**config.mk**
```make
export PLATFORM = sky130hd
export DESIGN_NAME = pooled_doubly_linked_list_top
export DESIGN_NICKNAME = d
export VERILOG_FILES = /design/src/pdll_pkg.sv /design/src/pdll_free_scan.sv /design/src/pooled_doubly_linked_list_top.sv
export SDC_FILE = /design/constraint.sdc
export NUM_CORES = 2
export LEC_CHECK = 0
export BUFFER_PORTS_ARGS = -buffer_cell sky130_fd_sc_hd__buf_2
export CELL_PAD_IN_SITES_DETAIL_PLACEMENT = 1
export CELL_PAD_IN_SITES_GLOBAL_PLACEMENT = 1
export CORE_UTILIZATION = 50
export CTS_BUF_LIST = sky130_fd_sc_hd__clkbuf_4
export CTS_CLUSTER_SIZE = 30
export DETAILED_ROUTE_END_ITERATION = 10
export PLACE_DENSITY = 0.74
export SLEW_MARGIN = 20
export SYNTH_ARGS = -nofsm -noshare
export SYNTH_HDL_FRONTEND = slang
export SYNTH_HIERARCHICAL = 1
export SYNTH_SLANG_ARGS = --single-unit
export TNS_END_PERCENT = 100
```
**constraint.sdc**
```tcl
create_clock -name clock -period 4.8 [get_ports clock]
set_input_delay 0 -clock clock [delete_from_list [all_inputs] [get_ports clock]]
set_output_delay 0 -clock clock [all_outputs]
set_load 0.05 [all_outputs]
```
**src/pdll_pkg.sv**
```systemverilog
// shared types, sizes and codes of the pooled doubly linked list
package pdll_pkg;

   localparam int POOL_SIZE  = 64;
   localparam int SLOT_W     = 6;
   localparam int VALUE_W    = 16;
   localparam int OP_W       = 2;
   localparam int STATUS_W   = 2;
   localparam int WORD_W     = 8;
   localparam int BIT_W      = $clog2(WORD_W);
   localparam int WORD_N     = POOL_SIZE / WORD_W;
   localparam int WORD_IDX_W = SLOT_W - BIT_W;

   localparam logic [OP_W-1:0] OP_INSERT = 2'd0;
   localparam logic [OP_W-1:0] OP_DELETE = 2'd1;
   localparam logic [OP_W-1:0] OP_READ   = 2'd2;

   localparam logic [STATUS_W-1:0] STAT_OK      = 2'd0;
   localparam logic [STATUS_W-1:0] STAT_FULL    = 2'd1;
   localparam logic [STATUS_W-1:0] STAT_REFUSED = 2'd2;
   localparam logic [STATUS_W-1:0] STAT_UNALLOC = 2'd3;

   typedef struct packed {
      logic [OP_W-1:0]          operation;
      logic [SLOT_W-1:0]        node_index;
      logic signed [VALUE_W-1:0] item_value;
   } req_type;

   typedef struct packed {
      logic [STATUS_W-1:0]       status;
      logic [SLOT_W-1:0]         slot_used;
      logic signed [VALUE_W-1:0] read_value;
      logic [SLOT_W-1:0]         next_index;
      logic [SLOT_W-1:0]         prev_index;
   } rsp_type;

   // control from the sequencer to the allocation flags
   typedef struct packed {
      logic              start;
      logic              set_en;
      logic              clr_en;
      logic [SLOT_W-1:0] slot;
   } used_ctrl_type;

   // outcome of the free slot scan
   typedef struct packed {
      logic              done;
      logic              found;
      logic [SLOT_W-1:0] slot;
   } scan_res_type;

   typedef enum logic [5:0] {
      S_IDLE   = 6'b000001,
      S_LOOK   = 6'b000010,
      S_SCAN   = 6'b000100,
      S_LINK_A = 6'b001000,
      S_LINK_B = 6'b010000,
      S_DONE   = 6'b100000
   } state_type;

endpackage

```
**src/pdll_free_scan.sv**
```systemverilog
// allocation flags of the node pool and the word-serial lowest free slot scan
module pdll_free_scan (
   input  logic                          clock,
   input  logic                          reset,
   input  pdll_pkg::used_ctrl_type       ctrl,
   input  logic [pdll_pkg::SLOT_W-1:0]   query_slot,
   output logic                          query_used,
   output pdll_pkg::scan_res_type        scan_res
);

   localparam logic [pdll_pkg::WORD_IDX_W-1:0] LAST_WORD =
      pdll_pkg::WORD_IDX_W'(pdll_pkg::WORD_N - 1);

   logic [pdll_pkg::WORD_N-1:0][pdll_pkg::WORD_W-1:0] used_ff, used_in;
   logic [pdll_pkg::WORD_IDX_W-1:0] word_ff, word_in;
   logic                            active_ff, active_in;
   logic [pdll_pkg::WORD_W-1:0]     word_bits;
   logic                            any_free;

   // lowest clear bit of one flag word
   function automatic logic [pdll_pkg::BIT_W-1:0] first_zero(
      input logic [pdll_pkg::WORD_W-1:0] w);
      logic [pdll_pkg::BIT_W-1:0] pos;
      pos = '0;
      for (int i = pdll_pkg::WORD_W - 1; i >= 0; i--) begin
         if (!w[i]) begin
            pos = pdll_pkg::BIT_W'(i);
         end
      end
      return pos;
   endfunction

   assign word_bits  = used_ff[word_ff];
   assign any_free   = ~&word_bits;
   assign query_used = used_ff[query_slot[pdll_pkg::SLOT_W-1:pdll_pkg::BIT_W]]
                              [query_slot[pdll_pkg::BIT_W-1:0]];

   assign scan_res.done  = active_ff && (any_free || (word_ff == LAST_WORD));
   assign scan_res.found = active_ff && any_free;
   assign scan_res.slot  = {word_ff, first_zero(word_bits)};

   always_comb begin
      used_in   = used_ff;
      word_in   = word_ff;
      active_in = active_ff;
      if (ctrl.set_en) begin
         used_in[ctrl.slot[pdll_pkg::SLOT_W-1:pdll_pkg::BIT_W]]
                [ctrl.slot[pdll_pkg::BIT_W-1:0]] = 1'b1;
      end
      if (ctrl.clr_en) begin
         used_in[ctrl.slot[pdll_pkg::SLOT_W-1:pdll_pkg::BIT_W]]
                [ctrl.slot[pdll_pkg::BIT_W-1:0]] = 1'b0;
      end
      priority if (ctrl.start) begin
         active_in = 1'b1;
         word_in   = '0;
      end else if (scan_res.done) begin
         active_in = 1'b0;
      end else if (active_ff) begin
         word_in = word_ff + 1'b1;
      end
   end

   always_ff @(posedge clock) begin
      if (reset) begin
         // only the head slot starts allocated
         used_ff   <= {{(pdll_pkg::POOL_SIZE-1){1'b0}}, 1'b1};
         word_ff   <= '0;
         active_ff <= 1'b0;
      end else begin
         used_ff   <= used_in;
         word_ff   <= word_in;
         active_ff <= active_in;
      end
   end

endmodule

```
**src/pooled_doubly_linked_list_top.sv**
```systemverilog
// top level of the pooled circular doubly linked list with its sequencer
//
//  channel | direction | handshake             | payload
//  --------+-----------+-----------------------+-------------------------------------
//  req     | in        | req_valid / req_stall | req_data: operation, node_index, value
//  rsp     | out       | rsp_valid / rsp_stall | rsp_data: status, slot, value, links
//
// one request at a time; req_stall is low only while the sequencer is idle
// read, delete, unknown operations and insert on a bad anchor: lookup, then done
// insert: lookup, scan of 1-8 flag words, links A and B, done; full pool skips the links
// reset: sequencer, allocation flags and head links reset at once, no clearing pass
// a result waits in the output register; a stalled rsp holds the sequencer in its last step
module pooled_doubly_linked_list_top (
   input  logic              clock,
   input  logic              reset,
   input  logic              req_valid,
   output logic              req_stall,
   input  pdll_pkg::req_type req_data,
   output logic              rsp_valid,
   input  logic              rsp_stall,
   output pdll_pkg::rsp_type rsp_data
);

   // link and value memories, one write and one registered read each
   logic [pdll_pkg::SLOT_W-1:0]         next_ram  [pdll_pkg::POOL_SIZE];
   logic [pdll_pkg::SLOT_W-1:0]         prev_ram  [pdll_pkg::POOL_SIZE];
   logic signed [pdll_pkg::VALUE_W-1:0] value_ram [pdll_pkg::POOL_SIZE];

   logic                                next_we, prev_we, value_we;
   logic [pdll_pkg::SLOT_W-1:0]         next_waddr, prev_waddr, value_waddr;
   logic [pdll_pkg::SLOT_W-1:0]         next_wdata, prev_wdata;
   logic signed [pdll_pkg::VALUE_W-1:0] value_wdata;
   logic [pdll_pkg::SLOT_W-1:0]         next_rd_ff, prev_rd_ff;
   logic signed [pdll_pkg::VALUE_W-1:0] value_rd_ff;

   // the head sentinel's links live in flops so reset can seed them
   logic [pdll_pkg::SLOT_W-1:0] head_next_ff, head_next_in;
   logic [pdll_pkg::SLOT_W-1:0] head_prev_ff, head_prev_in;

   pdll_pkg::state_type                 state_ff, state_in;
   logic [pdll_pkg::OP_W-1:0]           op_ff;
   logic [pdll_pkg::SLOT_W-1:0]         idx_ff;
   logic signed [pdll_pkg::VALUE_W-1:0] val_ff;
   logic [pdll_pkg::SLOT_W-1:0]         succ_ff, succ_in;
   logic [pdll_pkg::SLOT_W-1:0]         fresh_ff, fresh_in;
   pdll_pkg::rsp_type                   res_ff, res_in;
   pdll_pkg::rsp_type                   rsp_data_ff;
   logic                                rsp_valid_ff, rsp_valid_in;

   logic                         req_take;
   logic                         rsp_load;
   logic [pdll_pkg::SLOT_W-1:0]  node_next, node_prev;
   logic                         idx_used;
   pdll_pkg::used_ctrl_type      used_ctrl;
   pdll_pkg::scan_res_type       scan_res;

   pdll_free_scan u_free_scan (
      .clock      (clock),
      .reset      (reset),
      .ctrl       (used_ctrl),
      .query_slot (idx_ff),
      .query_used (idx_used),
      .scan_res   (scan_res)
   );

   assign req_stall = (state_ff != pdll_pkg::S_IDLE);
   assign req_take  = req_valid && !req_stall;
   assign rsp_valid = rsp_valid_ff;
   assign rsp_data  = rsp_data_ff;

   // output register frees up when empty or taken this cycle
   assign rsp_load = (state_ff == pdll_pkg::S_DONE) && (!rsp_valid_ff || !rsp_stall);

   // slot zero reads from the head flops
   assign node_next = (idx_ff == '0) ? head_next_ff : next_rd_ff;
   assign node_prev = (idx_ff == '0) ? head_prev_ff : prev_rd_ff;

   // sequencer
   always_comb begin
      state_in    = state_ff;
      succ_in     = succ_ff;
      fresh_in    = fresh_ff;
      res_in      = res_ff;
      next_we     = 1'b0;
      next_waddr  = '0;
      next_wdata  = '0;
      prev_we     = 1'b0;
      prev_waddr  = '0;
      prev_wdata  = '0;
      value_we    = 1'b0;
      value_waddr = fresh_ff;
      value_wdata = val_ff;
      used_ctrl   = '0;

      unique case (state_ff)
         pdll_pkg::S_IDLE: begin
            if (req_take) begin
               state_in = pdll_pkg::S_LOOK;
            end
         end

         pdll_pkg::S_LOOK: begin
            // failed steps echo the slot and report no node data
            res_in.slot_used  = idx_ff;
            res_in.read_value = '0;
            res_in.next_index = '0;
            res_in.prev_index = '0;
            res_in.status     = pdll_pkg::STAT_REFUSED;
            state_in          = pdll_pkg::S_DONE;
            unique case (op_ff)
               pdll_pkg::OP_INSERT: begin
                  if (!idx_used) begin
                     res_in.status = pdll_pkg::STAT_UNALLOC;
                  end else begin
                     succ_in         = node_next;
                     used_ctrl.start = 1'b1;
                     state_in        = pdll_pkg::S_SCAN;
                  end
               end
               pdll_pkg::OP_DELETE: begin
                  priority if (!idx_used) begin
                     res_in.status = pdll_pkg::STAT_UNALLOC;
                  end else if ((idx_ff == '0) || (node_next == node_prev)) begin
                     res_in.status = pdll_pkg::STAT_REFUSED;
                  end else begin
                     // unlink: prev.next = next, next.prev = prev
                     next_we          = 1'b1;
                     next_waddr       = node_prev;
                     next_wdata       = node_next;
                     prev_we          = 1'b1;
                     prev_waddr       = node_next;
                     prev_wdata       = node_prev;
                     used_ctrl.clr_en = 1'b1;
                     used_ctrl.slot   = idx_ff;
                     res_in.status    = pdll_pkg::STAT_OK;
                  end
               end
               pdll_pkg::OP_READ: begin
                  if (!idx_used) begin
                     res_in.status = pdll_pkg::STAT_UNALLOC;
                  end else begin
                     res_in.status     = pdll_pkg::STAT_OK;
                     res_in.read_value = (idx_ff == '0) ? '0 : value_rd_ff;
                     res_in.next_index = node_next;
                     res_in.prev_index = node_prev;
                  end
               end
               default: begin
                  res_in.status = pdll_pkg::STAT_REFUSED;
               end
            endcase
         end

         pdll_pkg::S_SCAN: begin
            if (scan_res.done) begin
               if (scan_res.found) begin
                  fresh_in = scan_res.slot;
                  state_in = pdll_pkg::S_LINK_A;
               end else begin
                  res_in.status = pdll_pkg::STAT_FULL;
                  state_in      = pdll_pkg::S_DONE;
               end
            end
         end

         pdll_pkg::S_LINK_A: begin
            // new node: value, next = old successor, prev = anchor
            value_we   = 1'b1;
            next_we    = 1'b1;
            next_waddr = fresh_ff;
            next_wdata = succ_ff;
            prev_we    = 1'b1;
            prev_waddr = fresh_ff;
            prev_wdata = idx_ff;
            state_in   = pdll_pkg::S_LINK_B;
         end

         pdll_pkg::S_LINK_B: begin
            // splice in: successor.prev and anchor.next point to the new node
            next_we          = 1'b1;
            next_waddr       = idx_ff;
            next_wdata       = fresh_ff;
            prev_we          = 1'b1;
            prev_waddr       = succ_ff;
            prev_wdata       = fresh_ff;
            used_ctrl.set_en = 1'b1;
            used_ctrl.slot   = fresh_ff;
            res_in.status    = pdll_pkg::STAT_OK;
            res_in.slot_used = fresh_ff;
            state_in         = pdll_pkg::S_DONE;
         end

         pdll_pkg::S_DONE: begin
            if (rsp_load) begin
               state_in = pdll_pkg::S_IDLE;
            end
         end

         default: begin
            state_in = pdll_pkg::S_IDLE;
         end
      endcase
   end

   // head link flops shadow writes to slot zero
   always_comb begin
      head_next_in = head_next_ff;
      head_prev_in = head_prev_ff;
      if (next_we && (next_waddr == '0)) begin
         head_next_in = next_wdata;
      end
      if (prev_we && (prev_waddr == '0)) begin
         head_prev_in = prev_wdata;
      end
   end

   always_comb begin
      rsp_valid_in = rsp_valid_ff;
      if (rsp_valid_ff && !rsp_stall) begin
         rsp_valid_in = 1'b0;
      end
      if (rsp_load) begin
         rsp_valid_in = 1'b1;
      end
   end

   // memories
   always_ff @(posedge clock) begin
      if (next_we) begin
         next_ram[next_waddr] <= next_wdata;
      end
      if (prev_we) begin
         prev_ram[prev_waddr] <= prev_wdata;
      end
      if (value_we) begin
         value_ram[value_waddr] <= value_wdata;
      end
      if (req_take) begin
         next_rd_ff  <= next_ram[req_data.node_index];
         prev_rd_ff  <= prev_ram[req_data.node_index];
         value_rd_ff <= value_ram[req_data.node_index];
      end
   end

   // request capture and working registers
   always_ff @(posedge clock) begin
      if (req_take) begin
         op_ff  <= req_data.operation;
         idx_ff <= req_data.node_index;
         val_ff <= req_data.item_value;
      end
      succ_ff  <= succ_in;
      fresh_ff <= fresh_in;
      res_ff   <= res_in;
      if (rsp_load) begin
         rsp_data_ff <= res_ff;
      end
   end

   // control state
   always_ff @(posedge clock) begin
      if (reset) begin
         state_ff     <= pdll_pkg::S_IDLE;
         rsp_valid_ff <= 1'b0;
         head_next_ff <= '0;
         head_prev_ff <= '0;
      end else begin
         state_ff     <= state_in;
         rsp_valid_ff <= rsp_valid_in;
         head_next_ff <= head_next_in;
         head_prev_ff <= head_prev_in;
      end
   end

`ifndef NO_ASSERTIONS
   // a result only appears out of the final sequencer step
   assert property (@(posedge clock) disable iff (reset)
      $rose(rsp_valid_ff) |-> $past(state_ff == pdll_pkg::S_DONE))
      else $error("result valid without a finished request");

   // an accepted request always starts with the lookup step
   assert property (@(posedge clock) disable iff (reset)
      req_take |=> (state_ff == pdll_pkg::S_LOOK))
      else $error("accepted request did not start the lookup");

   // the head sentinel is never handed out by the scan
   assert property (@(posedge clock) disable iff (reset)
      (scan_res.done && scan_res.found) |-> (scan_res.slot != '0))
      else $error("free scan returned the head slot");

   // a new node never lands on its anchor or on the old successor
   assert property (@(posedge clock) disable iff (reset)
      (state_ff == pdll_pkg::S_LINK_B) |-> ((fresh_ff != idx_ff) && (fresh_ff != succ_ff)))
      else $error("allocated slot collides with the splice point");
`endif

endmodule
```
==> out/qor.txt <==
Post-synthesis register bit count - 2015
Gp weighted congestion - 0.880
Max Clk Rate - 210 MHz
Grt total ovfl - 0
Vias - 42400
Final worst path period share - 99.1%
Syn_area_per_cell - 21.4 sq um
CTS Buffer Depth - 4
Largest net degree at the start of global routing - 85
Clk pwr share - 41.7%
Worst-Skew Late Latency - 1.42 ns
Max-cap viol count - 0
Gate power share - 3.7%
Dpl cells - 5883
Layout Nets - 4471
Commonest non-fill, non-tap cell in the layout - edfxtp_1
Reg-to-Reg End - next_ram[22][5]
Yosys cell types - 77
Mapped Nets - 3720
Finish-stage setup viols - 0
Antenna violations before repair - 6
DIE HEIGHT - 400 microns
All-Layer GR Usage - 26.6%
DR vias/cell - 6.19
Post-route cell area - 90800 sq um
Final ANT Viol Nets - 0
Core area - 157000 sq um
Flop pwr share - 54.7%
Initial drt markers - 4413
Ys async rst share - 0%
Layout area overhead - 14.9%
Hold path endpoint - prev_rd_ff[5]
Top Ports - 66
Crit Path Category - flop to flop
Routed len/inst - 30.7 microns
Tmin final - 4.76 ns
Post-DP Area - 83400 sq um
Outcome - complete, no violations
PD cells - 388 nW/um^2
Hpwl dp - 122 mm
CTS tree - done
Final number of hold-violating endpoints - 0
Critical Path Fanout Max - 16
DRT Wirelength - 210 mm
Reg clk slew, reported paths - 0.07 ns
Share of the yosys chip area belonging to registers - 75.5%
Sw Ratio - 22.3%
Clock H-tree levels - 6
Row Count - 145
Hold path start - req_valid
Port Buffers - 65
Gate Count Post-Synth - 3690
Hold slack - 0.0564 ns
Drt first pass iters - 5
Commonest cells after routing, fill and taps aside - edfxtp_1 (1928), clkbuf_4 (749), mux4_2 (580), buf_4 (264), nor2_1 (128)
Internal reg-to-reg setup slack - 0.04 ns
Layout cells sized above 1 - 38.8%
Post-synth EDFFs - 1928
Worst Tran Pin Value - 1.20 ns
Most used DFF post-synth - edfxtp_1
Worst path required time - 5.83 ns
Die width - 400 microns
Vias in the first global route - 45200
Pleak - 31.4 nW
Pint - 0.0274 W
Starting Density - 50.5%
Non-Filler Instances - 6847
R2R cell count - 11
Ys Warns - 6
Critical path launch point type - flop
Final core occ - 58.0%
Pins over their slew limit - 0
Hold crit path type - input port to flop
Setup Skew - 0.122 ns
CP arrival - 5.79 ns
Fillcell total - 13700
CTS sink cnt - 2015
Max-slew headroom - 19.7%
Root Buffer Master - clkbuf_4
Hold depth - 3
Worst R2R Start - idx_ff[3]
Unrepaired setup endpoints after global routing - true
First-pass GRT wire length - 305 mm
Mapped Area - 79000 sq um
DRC viols - 0
NetSw - 0.00785 W
Die area - 160000 sq um
Peak VDD IR - 0.000286 V
CTS Buf Count - 536
Worst setup EP type - flop
[state kept, by name, summed over array words and instances (netlist names), 2 cells and up]
signal               count
u_free_scan/word_ff      3
head_next_ff             6
head_prev_ff             6
succ_ff                  6
state_ff                 6
fresh_ff                 6
prev_rd_ff               6
value_ram             1024
prev_ram               384
u_free_scan/used_ff     64
next_ram               384
res_ff                  36
rsp_data                36
next_rd_ff               6
op_ff                    2
value_rd_ff             16
idx_ff                   6
val_ff                  16
[Yosys cell counts (10+ instances only)]
cell type | instances | area share, %
nor2_1 | 203 | 0.96
nand3b_1 | 18 | 0.17
dfxtp_1 | 87 | 2.2
nor3_1 | 31 | 0.20
o21ai_0 | 19 | 0.12
nand2b_1 | 11 | 0.087
nand3_1 | 43 | 0.27
o211ai_1 | 12 | 0.11
a22oi_1 | 64 | 0.61
mux4_2 | 580 | 17
mux2i_1 | 11 | 0.14
clkbuf_1 | 118 | 0.56
inv_1 | 10 | 0.048
buf_2 | 65 | 0.41
nor2b_1 | 25 | 0.20
a21o_1 | 11 | 0.10
nand2_1 | 113 | 0.54
a211oi_1 | 69 | 0.66
edfxtp_1 | 1928 | 73
nand4_1 | 10 | 0.079
a21oi_1 | 82 | 0.52
mux4_1 | 15 | 0.50
and2_1 | 28 | 0.22
buf_1 | 13 | 0.062
[timing repair]
| action | in CTS | in global routing |
|---|---|---|
| endpoints found under the setup margin | 54 | 334 |
| hold buffers | 78 | 0 |
| resized for setup | 5 | 42 |
| endpoints found under the hold margin | 227 | 0 |
| buffers inserted | 0 | 0 |
[layout make-up]
type	count	area (sq um)	share of cell area, %
Antenna cell	11	27.5	0.0303
Timing Repair Buffer	420	3370	3.71
Clock inverter	126	766	0.844
Clock buffer	749	5620	6.19
Tap cell	2058	2570	2.84
Inverter	14	55.1	0.0606
Sequential cell	2015	59600	65.7
Multi-Input combinational cell	1454	18700	20.6
[worst max-delay path by stage]
stage                          from  slack, ns         endpoint  depth (start not counted)
after detailed placement  idx_ff[3]      -0.07  next_ram[22][1]                         11
after floorplan           idx_ff[4]        0.1   next_ram[0][0]                         10
after global routing      idx_ff[3]      -0.09  next_ram[43][0]                         11
after CTS                 idx_ff[3]       -0.1  next_ram[62][5]                         11
final                     idx_ff[3]       0.04  next_ram[22][5]                         11
after global placement    idx_ff[3]       0.08  next_ram[22][2]                         11
[through the flow]
stage | power (W) | setup TNS (ns) | worst slack (ns)
2_1_floorplan | 0.0204 | 0 | 0.0981
3_3_place_gp | 0.0208 | 0 | 0.0776
3_5_place_dp | 0.0209 | -1.81 | -0.0675
4_1_cts | 0.0355 | -2.40 | -0.0961
5_1_grt | 0.0364 | -2.02 | -0.0937
6_report | 0.0352 | 0 | 0.0412
[critical path, cell delays in order (launching register included)]
cell and delay (ns):
edfxtp_1 0.40, buf_12 0.19, mux4_1 0.58, mux4_2 0.50
mux4_2 0.56, and3b_1 0.23, a21boi_2 0.19, o211ai_4 0.20
inv_4 0.16, a21oi_1 0.31, or3b_2 0.74, nor2b_2 0.38
[per-layer routing]
layer  global-route usage, %  routed length [microns]  up-vias
met5                       0                       20        -
met4                    9.82                     7100        2
met3                    6.58                    16700      466
met2                    43.2                   104000     2180
met1                    35.0                    82100    22400
li1                        -                        -    17400
[power groups by stage]
| stage | Clock [W] | Combinational, W | Sequential, W |
|---|---|---|---|
| 3_5_place_dp | 0 | 0.00123 | 0.0196 |
| 3_3_place_gp | 0 | 0.00119 | 0.0196 |
| 6_report | 0.0147 | 0.00129 | 0.0192 |
| 5_1_grt | 0.0158 | 0.00135 | 0.0192 |
| 2_1_floorplan | 0 | 0.000702 | 0.0197 |
| 4_1_cts | 0.0149 | 0.00128 | 0.0192 |
[cell families (layout without fill, tap and decap cells)]
kind of cell / after synthesis / after routing / synth area share [%]
AND/OR/NAND/NOR: 529 / 529 / 3.24
AO/OA/AOI/OAI: 304 / 304 / 2.66
buffers and inverters: 221 / 1309 / 1.25
XOR/XNOR: 7 / 7 / 0.0776
other: 0 / 11 / 0
multiplexers: 612 / 612 / 17.3
adder cells (fa/ha/maj): 2 / 2 / 0.0317
flip-flops: 2015 / 2015 / 75.5
Note: power is estimated with default switching activity, not from simulation.
